### src/hw/rtl/lobs_pkg.sv
// ----------------------------------------------------------------------------
// Largest one-bordered square: shared package
// Types, register indexes and defaults used across the block.
// ----------------------------------------------------------------------------
package lobs_pkg;

    localparam int MAX_ROWS_DEF = 32;
    localparam int MAX_COLS_DEF = 32;

    localparam int DIM_W     = 6;   // row/column counts, runs and sides
    localparam int CFG_IDX_W = 2;
    localparam int STORE_AW  = 16;  // address carried between front and back

    localparam logic [CFG_IDX_W-1:0] REG_ROW_COUNT = 2'd0;
    localparam logic [CFG_IDX_W-1:0] REG_COL_COUNT = 2'd1;

    localparam logic [DIM_W-1:0] DIM_RESET = 6'd32;

    typedef struct packed {
        logic [DIM_W-1:0] rows;
        logic [DIM_W-1:0] cols;
    } t_job;

    typedef struct packed {
        logic                en;
        logic [STORE_AW-1:0] addr;
        logic                data;
    } t_store_wr;

    typedef enum logic [2:0] {
        B_IDLE,
        B_RUN_RD,
        B_RUN_WR,
        B_SRCH_INIT,
        B_SRCH_RD,
        B_SRCH_EV
    } t_back_state;

endpackage

### src/hw/rtl/lobs_ifs.sv
// ----------------------------------------------------------------------------
// Largest one-bordered square: channel interfaces
// Cell input, result output and configuration write channels.
// ----------------------------------------------------------------------------
interface lobs_cell_if;
    logic valid;
    logic ready;
    logic cell_value;
    modport source (output valid, output cell_value, input ready);
    modport sink   (input valid, input cell_value, output ready);
endinterface


interface lobs_cfg_if;
    logic       valid;
    logic       ready;
    logic [1:0] index;
    logic [5:0] data;
    modport source (output valid, output index, output data, input ready);
    modport sink   (input valid, input index, input data, output ready);
endinterface

### src/hw/rtl/lobs_front.sv
// ----------------------------------------------------------------------------
// Largest one-bordered square: front end
// Holds the dimension registers, accepts cells, forwards store writes and
// queues a job when the matrix is complete.
// ----------------------------------------------------------------------------
module lobs_front #(
    parameter int MAX_ROWS = lobs_pkg::MAX_ROWS_DEF,
    parameter int MAX_COLS = lobs_pkg::MAX_COLS_DEF
) (
    input  logic               i_clk,
    input  logic               i_rst_n,
    lobs_cell_if.sink          i_cell,
    lobs_cfg_if.sink           i_cfg,
    input  logic               i_release,
    input  logic               i_q_full,
    output lobs_pkg::t_job     o_job,
    output logic               o_job_push,
    output lobs_pkg::t_store_wr o_wr
);
    import lobs_pkg::*;

    localparam int DEPTH = MAX_ROWS * MAX_COLS;
    localparam int PW    = $clog2(DEPTH + 1);
    localparam int TW    = 2 * DIM_W;
    localparam int CW    = ((PW > TW) ? PW : TW) + 1;

    logic [DIM_W-1:0] r_row_count, r_col_count;
    logic [PW-1:0]    r_pos;
    logic             r_hold;

    logic [DIM_W-1:0] rows, cols;
    logic [TW-1:0]    total;
    logic             accept, last;

    always_comb begin
        if (r_row_count == '0) rows = 6'd1;
        else if (32'(r_row_count) > MAX_ROWS) rows = 6'(MAX_ROWS);
        else rows = r_row_count;
        if (r_col_count == '0) cols = 6'd1;
        else if (32'(r_col_count) > MAX_COLS) cols = 6'(MAX_COLS);
        else cols = r_col_count;
        total = TW'(rows) * TW'(cols);
    end

    assign i_cell.ready = !r_hold && !i_q_full;
    assign i_cfg.ready  = 1'b1;
    assign accept       = i_cell.valid && i_cell.ready;
    assign last         = accept && ((CW'(r_pos) + CW'(1)) >= CW'(total));

    assign o_wr.en    = accept && (32'(r_pos) < DEPTH);
    assign o_wr.addr  = STORE_AW'(r_pos);
    assign o_wr.data  = i_cell.cell_value;
    assign o_job_push = last;
    assign o_job.rows = rows;
    assign o_job.cols = cols;

    always_ff @(posedge i_clk) begin
        if (!i_rst_n) begin
            r_row_count <= DIM_RESET;
            r_col_count <= DIM_RESET;
            r_pos       <= '0;
            r_hold      <= 1'b0;
        end else begin
            if (i_cfg.valid) begin
                case (i_cfg.index)
                    REG_ROW_COUNT: r_row_count <= i_cfg.data;
                    REG_COL_COUNT: r_col_count <= i_cfg.data;
                    default: ;
                endcase
            end
            if (accept) begin
                r_pos <= last ? '0 : PW'(r_pos + 1'b1);
            end
            // hold the store until the back end has searched it
            if (last) begin
                r_hold <= 1'b1;
            end else if (i_release) begin
                r_hold <= 1'b0;
            end
        end
    end

endmodule

### src/flat_wrapper.sv
// flat-port wrapper written by rule: the top's interface ports become plain ports
module lobs_front_flat import lobs_pkg::*;
#(
    parameter int MAX_ROWS = lobs_pkg::MAX_ROWS_DEF,
    parameter int MAX_COLS = lobs_pkg::MAX_COLS_DEF
)
  (i_clk, i_rst_n, i_release, i_q_full, o_job, o_job_push, o_wr, i_cell_valid, i_cell_cell_value, i_cell_ready, i_cfg_valid, i_cfg_index, i_cfg_data, i_cfg_ready);
  lobs_cell_if i_cell_i ();
  lobs_cfg_if i_cfg_i ();
  input  logic i_clk;
  input  logic i_rst_n;
  input  logic i_release;
  input  logic i_q_full;
  output lobs_pkg::t_job o_job;
  output logic o_job_push;
  output lobs_pkg::t_store_wr o_wr;
  input wire logic [$bits(i_cell_i.valid)-1:0] i_cell_valid;
  input wire logic [$bits(i_cell_i.cell_value)-1:0] i_cell_cell_value;
  output wire logic [$bits(i_cell_i.ready)-1:0] i_cell_ready;
  input wire logic [$bits(i_cfg_i.valid)-1:0] i_cfg_valid;
  input wire logic [$bits(i_cfg_i.index)-1:0] i_cfg_index;
  input wire logic [$bits(i_cfg_i.data)-1:0] i_cfg_data;
  output wire logic [$bits(i_cfg_i.ready)-1:0] i_cfg_ready;
  assign i_cell_i.valid = i_cell_valid;
  assign i_cell_i.cell_value = i_cell_cell_value;
  assign i_cell_ready = i_cell_i.ready;
  assign i_cfg_i.valid = i_cfg_valid;
  assign i_cfg_i.index = i_cfg_index;
  assign i_cfg_i.data = i_cfg_data;
  assign i_cfg_ready = i_cfg_i.ready;
  lobs_front #(.MAX_ROWS(MAX_ROWS), .MAX_COLS(MAX_COLS)) u_core (.i_clk(i_clk), .i_rst_n(i_rst_n), .i_cell(i_cell_i), .i_cfg(i_cfg_i), .i_release(i_release), .i_q_full(i_q_full), .o_job(o_job), .o_job_push(o_job_push), .o_wr(o_wr));
endmodule
### config.mk
export PLATFORM = sky130hd
export DESIGN_NAME = lobs_front_flat
export DESIGN_NICKNAME = d
export VERILOG_FILES = /design/src/hw/rtl/lobs_pkg.sv /design/src/hw/rtl/lobs_ifs.sv /design/src/hw/rtl/lobs_front.sv /design/src/flat_wrapper.sv
export SDC_FILE = /design/constraint.sdc
export NUM_CORES = 1
export LEC_CHECK = 0
export ABC_AREA = 1
export BUFFER_PORTS_ARGS = -buffer_cell sky130_fd_sc_hd__buf_2
export CAP_MARGIN = 20
export CORE_ASPECT_RATIO = 1.5
export CORE_MARGIN = 4
export CORE_UTILIZATION = 40
export DETAILED_ROUTE_END_ITERATION = 12
export PLACE_DENSITY_LB_ADDON = 0.2
export SETUP_SLACK_MARGIN = 0.5
export SLEW_MARGIN = 20
export SYNTH_ARGS = -nofsm -noshare
export SYNTH_HDL_FRONTEND = slang
export SYNTH_SLANG_ARGS = --single-unit
### constraint.sdc
create_clock -name i_clk -period 4.5 [get_ports i_clk]
set_input_delay 0.45 -clock i_clk [delete_from_list [all_inputs] [get_ports i_clk]]
set_output_delay 0.45 -clock i_clk [all_outputs]
set_load 0.01 [all_outputs]
==> flow_summary.json <==
{
  "outcome": "finished with violations",
  "violations": "negative setup slack",
  "n_fill_cell": 620,
  "grt_overflow": 0,
  "synth-main-ff-cell": "dfxtp_1",
  "crit_top_cell": "inv_2",
  "cts_buffers": 3,
  "wl_per_cell_um": 12.5,
  "hp-class": "in -> reg",
  "clkTransAtPathRegs_ps": 100,
  "cts.htree.levels": 1,
  "die_h_um": 110,
  "nets": 548,
  "drt_wl_total_um": 6950,
  "critPathLaunchType": "register",
  "vias": 2691,
  "final_cell_mix": "66 x nand2_1, 59 x buf_4, 58 x inv_1",
  "avgSynthCellArea_um2": 7.18,
  "slowest_delay_ps": 570,
  "r2r_setup_slack_ps": -550,
  "final_util_pct": 57.3,
  "cts_tree": "yes",
  "skew_ps": 7.00,
  "critPathTopFamily": "adder cells",
  "rsz0062_at_grt": "yes",
  "grt.total_usage_pct": 18.3,
  "antenna_found_initial": 0,
  "max_cap_viol_count": 0,
  "drv_slew": 0,
  "peakVddDrop_mv": 0.187,
  "grt_max_degree": 15,
  "grt_pass1_wl_um": 11600,
  "required_ps": 4050,
  "synthToLayoutAreaGrowth_pct": 37.7,
  "cts-root-buf": "clkbuf_8",
  "max_slew_margin_pct": 58.4,
  "ys_types": 32,
  "finalHoldViolCount": 0,
  "dp_hpwl_um": 5700,
  "vias_per_cell": 4.82,
  "gp_congestion": 0.854,
  "drtIter0Drc": 28,
  "cp_num_buf_inv": 7,
  "coreArea_um2": 6620,
  "fmax_mhz": 191,
  "post-route-drc-count": 0,
  "crit_type": "reg -> out",
  "worst_pin_slew_ps": 623,
  "io-pin-count": 48,
  "leakage_nw": 2.02,
  "syn-cell-area_um2": 2760,
  "fin_ws_ps": -745,
  "die_area_um2": 8310,
  "ant_nets": 0,
  "async_flop_share_pct": 0,
  "die_w_um": 75.8,
  "finalCritPeriodShare_pct": 117,
  "ys_seq_elements": 24,
  "crit_fanout": 4,
  "start_util_pct": 41.6,
  "crit_slowest_cell": "fa_1",
  "holdWs_ps": 413,
  "diodes": 0,
  "layout-drive-gt1-share_pct": 40.9,
  "ys_warn_count": 0,
  "min_period_ps": 5240,
  "io_buffers": 39,
  "powerDensity_nw_per_um2": 164,
  "fp-row-count": 36,
  "totalPowerFinal_mw": 0.623,
  "setup_tns_ps": -6720,
  "firstDrtPassIters": 3,
  "ys_seq_area_share_pct": 17.4,
  "synth-edff-count": 0,
  "clk_latency_ps": 280,
  "grt_pass1_vias": 2821,
  "endpoint_kind": "primary output",
  "place_area_um2": 3430,
  "design_area_um2": 3790,
  "final_common_cell": "nand2_1",
  "setup_violations": 13,
  "clk_path_buf_depth": 2,
  "synthCells": 384,
  "clock_sinks": 24,
  "cp_data_arrival_time_ps": 4790
}
[cells by family after synthesis]
logic type / synth area share [%]
buffers and inverters: 13.8
AO/OA/AOI/OAI: 10.4
AND/OR/NAND/NOR: 26.6
other: 0.272
XOR/XNOR: 4.09
adder cells (fa/ha/maj): 27.3
flip-flops: 17.4
[repair_timing]
item                                    in CTS  in global routing
buffers inserted                             9                  2
pin swaps                                   15                  9
endpoints found under the setup margin      13                 13
gates resized for setup                     22                 25
hold buffers                                 0                  0
cloned                                       1                  0
[state kept, by name, indices dropped and copies added, names as in the netlist]
signal and flops:
u_core.r_col_count 6, u_core.r_hold 1, u_core.r_pos 11, u_core.r_row_count 6
[per-layer routing]
| layer | track usage, % | vias up | part of all wire [%] |
|---|---|---|---|
| met1 | 16.6 | 1241 | 35 |
| met3 | 2.38 | 18 | 3.1 |
| met5 | 0 | - | 0 |
| li1 | - | 1375 | - |
| met4 | 8.25 | 0 | 3.7 |
| met2 | 37.2 | 57 | 58 |
[stage by stage]
stage                     std cells  setup slack (ps)
after floorplan                 388              -162
after global placement          542              -507
after detailed placement        542              -502
after CTS                       556              -758
after global routing            558             -1060
final                           558              -745
[worst paths after layout]
check,cells past startpoint,from,end
hold / removal,3,i_cfg_data[1],u_core.r_col_count[1]$_SDFFE_PN0P_
setup / recovery,25,u_core.r_col_count[2]$_SDFFE_PN0P_,o_job_push
hold reg to reg,2,u_core.r_hold$_SDFFE_PN0P_,u_core.r_hold$_SDFFE_PN0P_
setup reg to reg,29,u_core.r_col_count[2]$_SDFFE_PN0P_,u_core.r_pos[1]$_SDFFE_PN0P_
[synthesized netlist by cell type, types with 7 or more instances]
master    n  area share [%]
dfxtp_1  24              17
nor2_1   47             6.4
nand3_2  12             4.4
fa_1     17              12
nand2_1  77              10
xor2_1    7             2.2
nand3_1  11             2.0
inv_2     8             1.1
a21oi_2  12             3.8
ha_1     33              15
inv_1    65             8.9
o21ai_0  11             2.0
a21oi_1  15             2.7
buf_4     8             2.2
[layout make-up]
cell class / count / area (um2) / area share [%]
multi-input combinational: 276 / 2120 / 56.0
timing repair buffer: 105 / 743 / 19.6
inverter: 73 / 274 / 7.22
tap: 76 / 95.1 / 2.51
clock inverter: 1 / 30.0 / 0.791
clock buffer: 3 / 41.3 / 1.09
sequential: 24 / 487 / 12.8
[tightest hold or removal path: cells and delay by family]
kind	cells	cell delay [ps]
simple gates	2	120
buf+inv	1	90
[power breakdown]
part | internal [mW] | switching (mW) | leakage [nW]
registers | 0.220 | 0.00642 | 0.196
clock network | 0.119 | 0.0825 | 0.0357
logic | 0.0913 | 0.103 | 1.79
No activity file was read; power rests on OpenSTA's default activity.
