$ cat config.mk
export PLATFORM = sky130hd
export DESIGN_NAME = lobs_queue
export DESIGN_NICKNAME = d
export VERILOG_FILES = /design/src/hw/rtl/lobs_pkg.sv /design/src/hw/rtl/lobs_queue.sv
export SDC_FILE = /design/constraint.sdc
export NUM_CORES = 1
export LEC_CHECK = 0
export BUFFER_PORTS_ARGS = -buffer_cell sky130_fd_sc_hd__buf_2
export CORE_ASPECT_RATIO = 1.5
export CORE_MARGIN = 1
export CORE_UTILIZATION = 40
export CTS_CLUSTER_SIZE = 8
export DETAILED_ROUTE_END_ITERATION = 10
export PLACE_DENSITY = 0.62
export SLEW_MARGIN = 20
export SYNTH_ARGS = -nofsm -noshare
export SYNTH_HDL_FRONTEND = slang
export SYNTH_SLANG_ARGS = --single-unit
$ cat constraint.sdc
create_clock -name i_clk -period 3.6 [get_ports i_clk]
set_input_delay 0.72 -clock i_clk [delete_from_list [all_inputs] [get_ports i_clk]]
set_output_delay 0.72 -clock i_clk [all_outputs]
set_load 0.03 [all_outputs]
$ cat src/hw/rtl/lobs_pkg.sv
// ----------------------------------------------------------------------------
// Largest one-bordered square: shared package
// Types, register indexes and defaults used across the block.
// ----------------------------------------------------------------------------
package lobs_pkg;

    localparam int MAX_ROWS_DEF = 32;
    localparam int MAX_COLS_DEF = 32;

    localparam int DIM_W     = 6;   // row/column counts, runs and sides
    localparam int CFG_IDX_W = 2;
    localparam int STORE_AW  = 16;  // address carried between front and back

    localparam logic [CFG_IDX_W-1:0] REG_ROW_COUNT = 2'd0;
    localparam logic [CFG_IDX_W-1:0] REG_COL_COUNT = 2'd1;

    localparam logic [DIM_W-1:0] DIM_RESET = 6'd32;

    typedef struct packed {
        logic [DIM_W-1:0] rows;
        logic [DIM_W-1:0] cols;
    } t_job;

    typedef struct packed {
        logic                en;
        logic [STORE_AW-1:0] addr;
        logic                data;
    } t_store_wr;

    typedef enum logic [2:0] {
        B_IDLE,
        B_RUN_RD,
        B_RUN_WR,
        B_SRCH_INIT,
        B_SRCH_RD,
        B_SRCH_EV
    } t_back_state;

endpackage

$ cat src/hw/rtl/lobs_queue.sv
// ----------------------------------------------------------------------------
// Largest one-bordered square: job queue
// Two-entry FIFO of matrix dimensions between front and back.
// ----------------------------------------------------------------------------
module lobs_queue (
    input  logic           i_clk,
    input  logic           i_rst_n,
    input  logic           i_push,
    input  lobs_pkg::t_job i_job,
    input  logic           i_pop,
    output lobs_pkg::t_job o_job,
    output logic           o_valid,
    output logic           o_full
);
    import lobs_pkg::*;

    t_job       r_mem [2];
    logic       r_wp, r_rp;
    logic [1:0] r_cnt;
    logic       push_ok, pop_ok;

    assign o_full  = (r_cnt == 2'd2);
    assign o_valid = (r_cnt != 2'd0);
    assign o_job   = r_mem[r_rp];
    assign push_ok = i_push && !o_full;
    assign pop_ok  = i_pop && o_valid;

    always_ff @(posedge i_clk) begin
        if (push_ok) r_mem[r_wp] <= i_job;
    end

    always_ff @(posedge i_clk) begin
        if (!i_rst_n) begin
            r_wp  <= 1'b0;
            r_rp  <= 1'b0;
            r_cnt <= '0;
        end else begin
            if (push_ok) r_wp <= ~r_wp;
            if (pop_ok)  r_rp <= ~r_rp;
            r_cnt <= r_cnt + {1'b0, push_ok} - {1'b0, pop_ok};
        end
    end

endmodule

==> results of run 1 <==
synth_stat cells, types with 2 or more instances:
library cell,count
nand2b_1,2
ha_1,2
inv_1,3
xnor2_1,2
mux2_2,12
dfxtp_1,5
nand2_1,2
nor2_1,4
edfxtp_1,24
state kept, by name (all words and copies together), names as in the netlist, named ones only:
signal  cells
r_mem      24
r_cnt       2
r_rp        1
r_wp        1
cell families (layout without fill, tap and decap cells):
group | after synthesis | count (layout) | share of synthesized area [%]
AND/OR/NAND/NOR | 11 | 11 | 4.90
buffers and inverters | 4 | 40 | 1.71
XOR/XNOR | 3 | 3 | 2.39
flip-flops | 29 | 29 | 74.7
multiplexers | 13 | 13 | 13.2
AO/OA/AOI/OAI | 1 | 1 | 0.797
adder cells (fa/ha/maj) | 2 | 2 | 2.28
routing by layer:
metal	vias up	part of all wire, %
li1	299	-
met2	23	50
met1	273	37
met4	0	4.0
met5	-	0
met3	7	8.4
metrics by stage:
stage	utilization (%)	hold slack, ps
after floorplan	-	455
after global placement	50.6	469
after detailed placement	50.6	485
after CTS	53.4	500
after global routing	53.4	537
final	53.4	498
worst max-delay path, cell delays in order, from the launching register on:
cell and delay [ps]:
dfxtp_1 660, mux2_2 400, buf_2 180
cell type report:
class / count / area, um^2 / share of cell area, %
Inverter: 3 / 11.3 / 0.833
Multi-Input combinational cell: 30 / 259 / 19.2
Sequential cell: 29 / 821 / 60.7
Clock inverter: 1 / 5.00 / 0.370
Clock buffer: 7 / 65.1 / 4.81
Tap cell: 36 / 45.0 / 3.33
Timing Repair Buffer: 29 / 145 / 10.7
where the power goes:
part	internal (mW)	switching, mW	total (mW)
clock	0.113	0.103	0.216
sequential	0.426	0.0360	0.462
combinational	0.122	0.188	0.310
final timing paths:
check             cells past startpoint                start               endpoint  slack [ps]
setup / recovery                      2            flip-flop               o_job[9]        1320
hold / removal                        2    r_wp$_SDFFE_PN0N_      r_wp$_SDFFE_PN0N_         500
setup reg to reg                      3  r_cnt[0]$_SDFF_PN0_  r_mem[0][4]$_DFFE_PP_        1810
hold reg to reg                       2    r_wp$_SDFFE_PN0N_      r_wp$_SDFFE_PN0N_         500
==> results.sh, run 1 <==
export IMPL_cts_hold_buf=0
export IMPL_grtUsageTotal_pct=13.3
export IMPL_synth_ff_type="edfxtp_1"
export IMPL_clock_path_buffers=2
export IMPL_busiest_layer="met2"
export IMPL_cp_data_required_time_ps=2880
export IMPL_synth_nets=81
export IMPL_die_area_um2=2960
export IMPL_ys_types=16
export IMPL_vdd_ir_drop_max_uv=441
export IMPL_dr_pass1_iters=4
export IMPL_fillers=249
export IMPL_rsz0062_at_grt="no"
export IMPL_fin_worst_skew_ps=6.96
export IMPL_antenna_cells=0
export IMPL_holdCritPathClass="flip-flop to flip-flop"
export IMPL_fin_crit_sh_pct=63.3
export IMPL_tns_ps=0
export IMPL_hold_viol=0
export IMPL_grt_remaining_overflow=0
export IMPL_slew_violations=0
export IMPL_p_per_area_nw_per_um2=731
export IMPL_cts_tree="done"
export IMPL_async_flop_share_pct=0
export IMPL_endpoint_kind="primary output"
export IMPL_yosysSeqAreaShare_pct=74.7
export IMPL_clk_pin_slew_ps=90
export IMPL_die_w_um=44.8
export IMPL_status="finished, final reports clean"
export IMPL_drtIter0Drc=17
export IMPL_cts_buffers=5
export IMPL_dp_cells=127
export IMPL_ys_ff_latch=29
export IMPL_ant_nets=0
export IMPL_wl_mm=1.62
export IMPL_use_met1_pct=11.9
export IMPL_synth_edf_count=24
export IMPL_cts_root_buffer="clkbuf_4"
export IMPL_cp_data_arrival_time_ps=1560
export IMPL_place_ws_ps=1510
export IMPL_antenna_found_initial=0
export IMPL_setup_slack_ps=1320
export IMPL_num_nets_final=116
export IMPL_die_h_um=66.2
export IMPL_cp_start_kind="flip-flop"
export IMPL_vias=602
export IMPL_instances_no_fill=135
export IMPL_fmax_mhz=439
export IMPL_setup_viol=0
export IMPL_grt_pass1_vias=601
export IMPL_drive_gt1_share_pct=51.5
export IMPL_portBuffers=29
export IMPL_maxSlewHeadroom_pct=33.5
export IMPL_grt_pass1_wl_mm=2.52
export IMPL_htreeDepth=2
export IMPL_grt_max_degree=13
export IMPL_cts_resized=0
export IMPL_crit_type="flip-flop to primary output"
export IMPL_grt_util_met2_pct=20.8
export IMPL_power_leakage_nw=0.554
export IMPL_synth_top_area_share_pct=65.6
export IMPL_io_pins=30
export IMPL_min_period_ps=2280
export IMPL_synthTopCellsByArea="edfxtp_1 (66%), mux2_2 (12%), dfxtp_1 (9.1%), ha_1 (2.3%), xnor2_1 (1.6%)"
export IMPL_place_area_um2=1280
export IMPL_yosysWarnings=0
export IMPL_cp_max_fo=12
export IMPL_netlist_instances=63
export IMPL_area_delta_synth_final_pct=23.0
export IMPL_synth_area_per_cell_um2=17.4
export IMPL_final_cell_mix="buf_2 (29), edfxtp_1 (24), mux2_2 (12)"
export IMPL_netlist_top_cell_by_area="edfxtp_1"
export IMPL_start_util_pct=43.4
export IMPL_wl_per_cell_um=12.0
export IMPL_routabilityCongestion=0.616
export IMPL_tightestPinTransition_ps=994
export IMPL_finalPower_mw=0.987
export IMPL_clock_sinks=29
export IMPL_via_per_inst=4.46
export IMPL_grtUsageMet3_pct=7.38
export IMPL_synth_area_um2=1100
export IMPL_drcViolationCount=0
export IMPL_final_common_cell="buf_2"
export IMPL_insertion_delay_ps=320
export IMPL_core_um2=2530
export IMPL_post_cts_buffers=0
export IMPL_rows=22
export IMPL_place_hpwl_mm=1.11
export IMPL_final_area_um2=1350
export IMPL_drv_cap=0
Power figures use the tool's default switching activity.
==> run 2: changes to the inputs <==
==> constraint.sdc (replaced) <==
create_clock -name i_clk -period 2.1 [get_ports i_clk]
set_input_delay 0.42 -clock i_clk [delete_from_list [all_inputs] [get_ports i_clk]]
set_output_delay 0.42 -clock i_clk [all_outputs]
set_load 0.03 [all_outputs]
==> run 2 against run 1 <==
  * Sequential share of layout area grew 0.51 points
  * Clock-buffer cell count is 1 lower
  * Via count shrank 2.0%
  * Global-route usage is 1.3 points lower
  * First-iteration DRC count is 29% higher
  * Combinational power rose by 73%
  * Setup slack lost 1200 ps
  * Register-to-register slack lost 1300 ps
  * Power increased by 65%
  * Critical endpoint is now o_job[0]
  * Largest cell class unchanged
==> results.sh, run 2 (synthesis results as in run 1) <==
export IMPL_status="finished, final reports clean"
export IMPL_grt_pass1_vias=554
export IMPL_routabilityCongestion=0.613
export IMPL_antenna_found_initial=0
export IMPL_swShare_pct=34.4
export IMPL_final_common_cell="buf_2"
export IMPL_power_switching_mw=0.560
export IMPL_portBuffers=29
export IMPL_area_delta_synth_final_pct=22.0
export IMPL_endpoint_kind="primary output"
export IMPL_wl_per_cell_um=11.5
export IMPL_min_period_ps=1960
export IMPL_crit_type="flip-flop to primary output"
export IMPL_busiest_layer="met2"
export IMPL_cp_data_arrival_time_ps=1540
export IMPL_power_leakage_nw=0.550
export IMPL_tightestPinTransition_ps=555
export IMPL_slew_violations=0
export IMPL_tns_ps=0
export IMPL_cts_hold_buf=0
export IMPL_final_cell_mix="buf_2 (29), edfxtp_1 (24), mux2_2 (12)"
export IMPL_num_nets_final=117
export IMPL_hold_viol=0
export IMPL_die_w_um=44.8
export IMPL_core_um2=2530
export IMPL_hold_depth=1
export IMPL_vdd_ir_drop_max_uv=633
export IMPL_clock_sinks=29
export IMPL_rows=22
export IMPL_seq_area_um2=821
export IMPL_via_per_inst=4.34
export IMPL_fin_worst_skew_ps=8.01
export IMPL_clk_pin_slew_ps=90
export IMPL_power_frac_seq_pct=48.3
export IMPL_utilization_pct=52.9
export IMPL_hold_end="r_mem[0][10]$_DFFE_PP_"
export IMPL_cp_start_kind="flip-flop"
export IMPL_setup_viol=0
export IMPL_min_from="i_job[10]"
export IMPL_maxSlewHeadroom_pct=63.0
export IMPL_largest_reg_flops=24
export IMPL_use_met1_pct=12.0
export IMPL_reg2reg_depth=8
export IMPL_grt_max_degree=13
export IMPL_grt_remaining_overflow=0
export IMPL_r2r_slack_ps=490
export IMPL_rsz0062_at_grt="no"
export IMPL_drcViolationCount=0
export IMPL_grt_util_met2_pct=18.6
export IMPL_drv_cap=0
export IMPL_fillers=242
export IMPL_wl_mm=1.57
export IMPL_post_cts_buffers=0
export IMPL_start_util_pct=43.4
export IMPL_p_per_area_nw_per_um2=1220
export IMPL_fin_crit_sh_pct=93.4
export IMPL_grtUsageTotal_pct=12.0
export IMPL_fmax_mhz=510
export IMPL_ant_nets=0
export IMPL_pwr_share_comb_pct=32.8
export IMPL_grt_pass1_wl_mm=2.33
export IMPL_place_hpwl_mm=1.07
export IMPL_reg2reg_to="r_cnt[1]$_SDFF_PN0_"
export IMPL_clock_path_buffers=2
export IMPL_vias=590
export IMPL_antenna_cells=0
export IMPL_cts_resized=0
export IMPL_die_area_um2=2960
export IMPL_internal_power_mw=1.07
export IMPL_htreeDepth=2
export IMPL_cp_max_fo=12
export IMPL_top_regs="r_mem (24), r_cnt (2)"
export IMPL_die_h_um=66.2
export IMPL_top_register="r_mem"
export IMPL_cts_root_buffer="clkbuf_4"
export IMPL_insertion_delay_ps=310
export IMPL_io_pins=30
export IMPL_p_clk_share_pct=18.8
export IMPL_cts_tree="done"
export IMPL_grtUsageMet3_pct=5.19
export IMPL_drtIter0Drc=22
export IMPL_multi_input_area_um2=259
export IMPL_dr_pass1_iters=4
export IMPL_cts_buffers=5
export IMPL_cp_data_required_time_ps=1680
export IMPL_holdCritPathClass="input pin to flip-flop"
export IMPL_worstReg2RegStart="r_cnt[0]$_SDFF_PN0_"
export IMPL_drive_gt1_share_pct=51.0
[run 2: changes by cell type in the layout (fill, tap and decap cells not counted)]
cell	before	now
clkbuf_8	2	0
clkbuf_1	0	1
buf_4	0	1
clkinv_2	1	2
[run 2: power groups by stage]
stage	clock, mW	sequential, mW	combinational, mW
2_1_floorplan	0	0.771	0.439
6_report	0.307	0.788	0.536
3_3_place_gp	0	0.802	0.534
5_1_grt	0.339	0.800	0.578
3_5_place_dp	0	0.803	0.539
4_1_cts	0.316	0.792	0.545
[run 2: worst max-delay path by stage]
stage,depth (start not counted),startpoint,slack (ps),endpoint
3_3_place_gp,2,flip-flop,470,o_job[0]
5_1_grt,2,flip-flop,50,o_job[0]
3_5_place_dp,2,flip-flop,450,o_job[0]
6_report,2,flip-flop,140,o_job[0]
4_1_cts,2,flip-flop,80,o_job[0]
2_1_floorplan,3,r_cnt[0]$_SDFF_PN0_,610,r_mem[0][0]$_DFFE_PP_
[run 2: routing by layer]
metal	vias to the layer above	wire, um
met1	264	618
met5	-	0
met4	0	42
li1	301	-
met3	4	131
met2	21	776
[run 2: metrics by stage]
step | total power [mW] | worst slack (ps) | hold slack, ps | area [um^2] | cells
floorplan | 1.21 | 611 | 455 | 1100 | 63
global placement | 1.34 | 469 | 469 | 1290 | 128
CTS | 1.65 | 80.5 | 272 | 1340 | 136
detailed placement | 1.34 | 446 | 482 | 1290 | 128
global route | 1.72 | 53.2 | 270 | 1340 | 136
finish | 1.63 | 139 | 287 | 1340 | 136
[run 2: layout make-up]
| cell class | instances | area share, % |
|---|---|---|
| tap | 36 | 3.36 |
| sequential | 29 | 61.3 |
| inverter | 3 | 0.840 |
| timing repair buffer | 30 | 11.4 |
| clock inverter | 2 | 0.747 |
| multi-input combinational | 30 | 19.3 |
| clock buffer | 6 | 3.08 |
[run 2: worst max-delay path, stage by stage (launching register included)]
cell and delay, ps:
dfxtp_1 660, mux2_2 400, buf_2 180
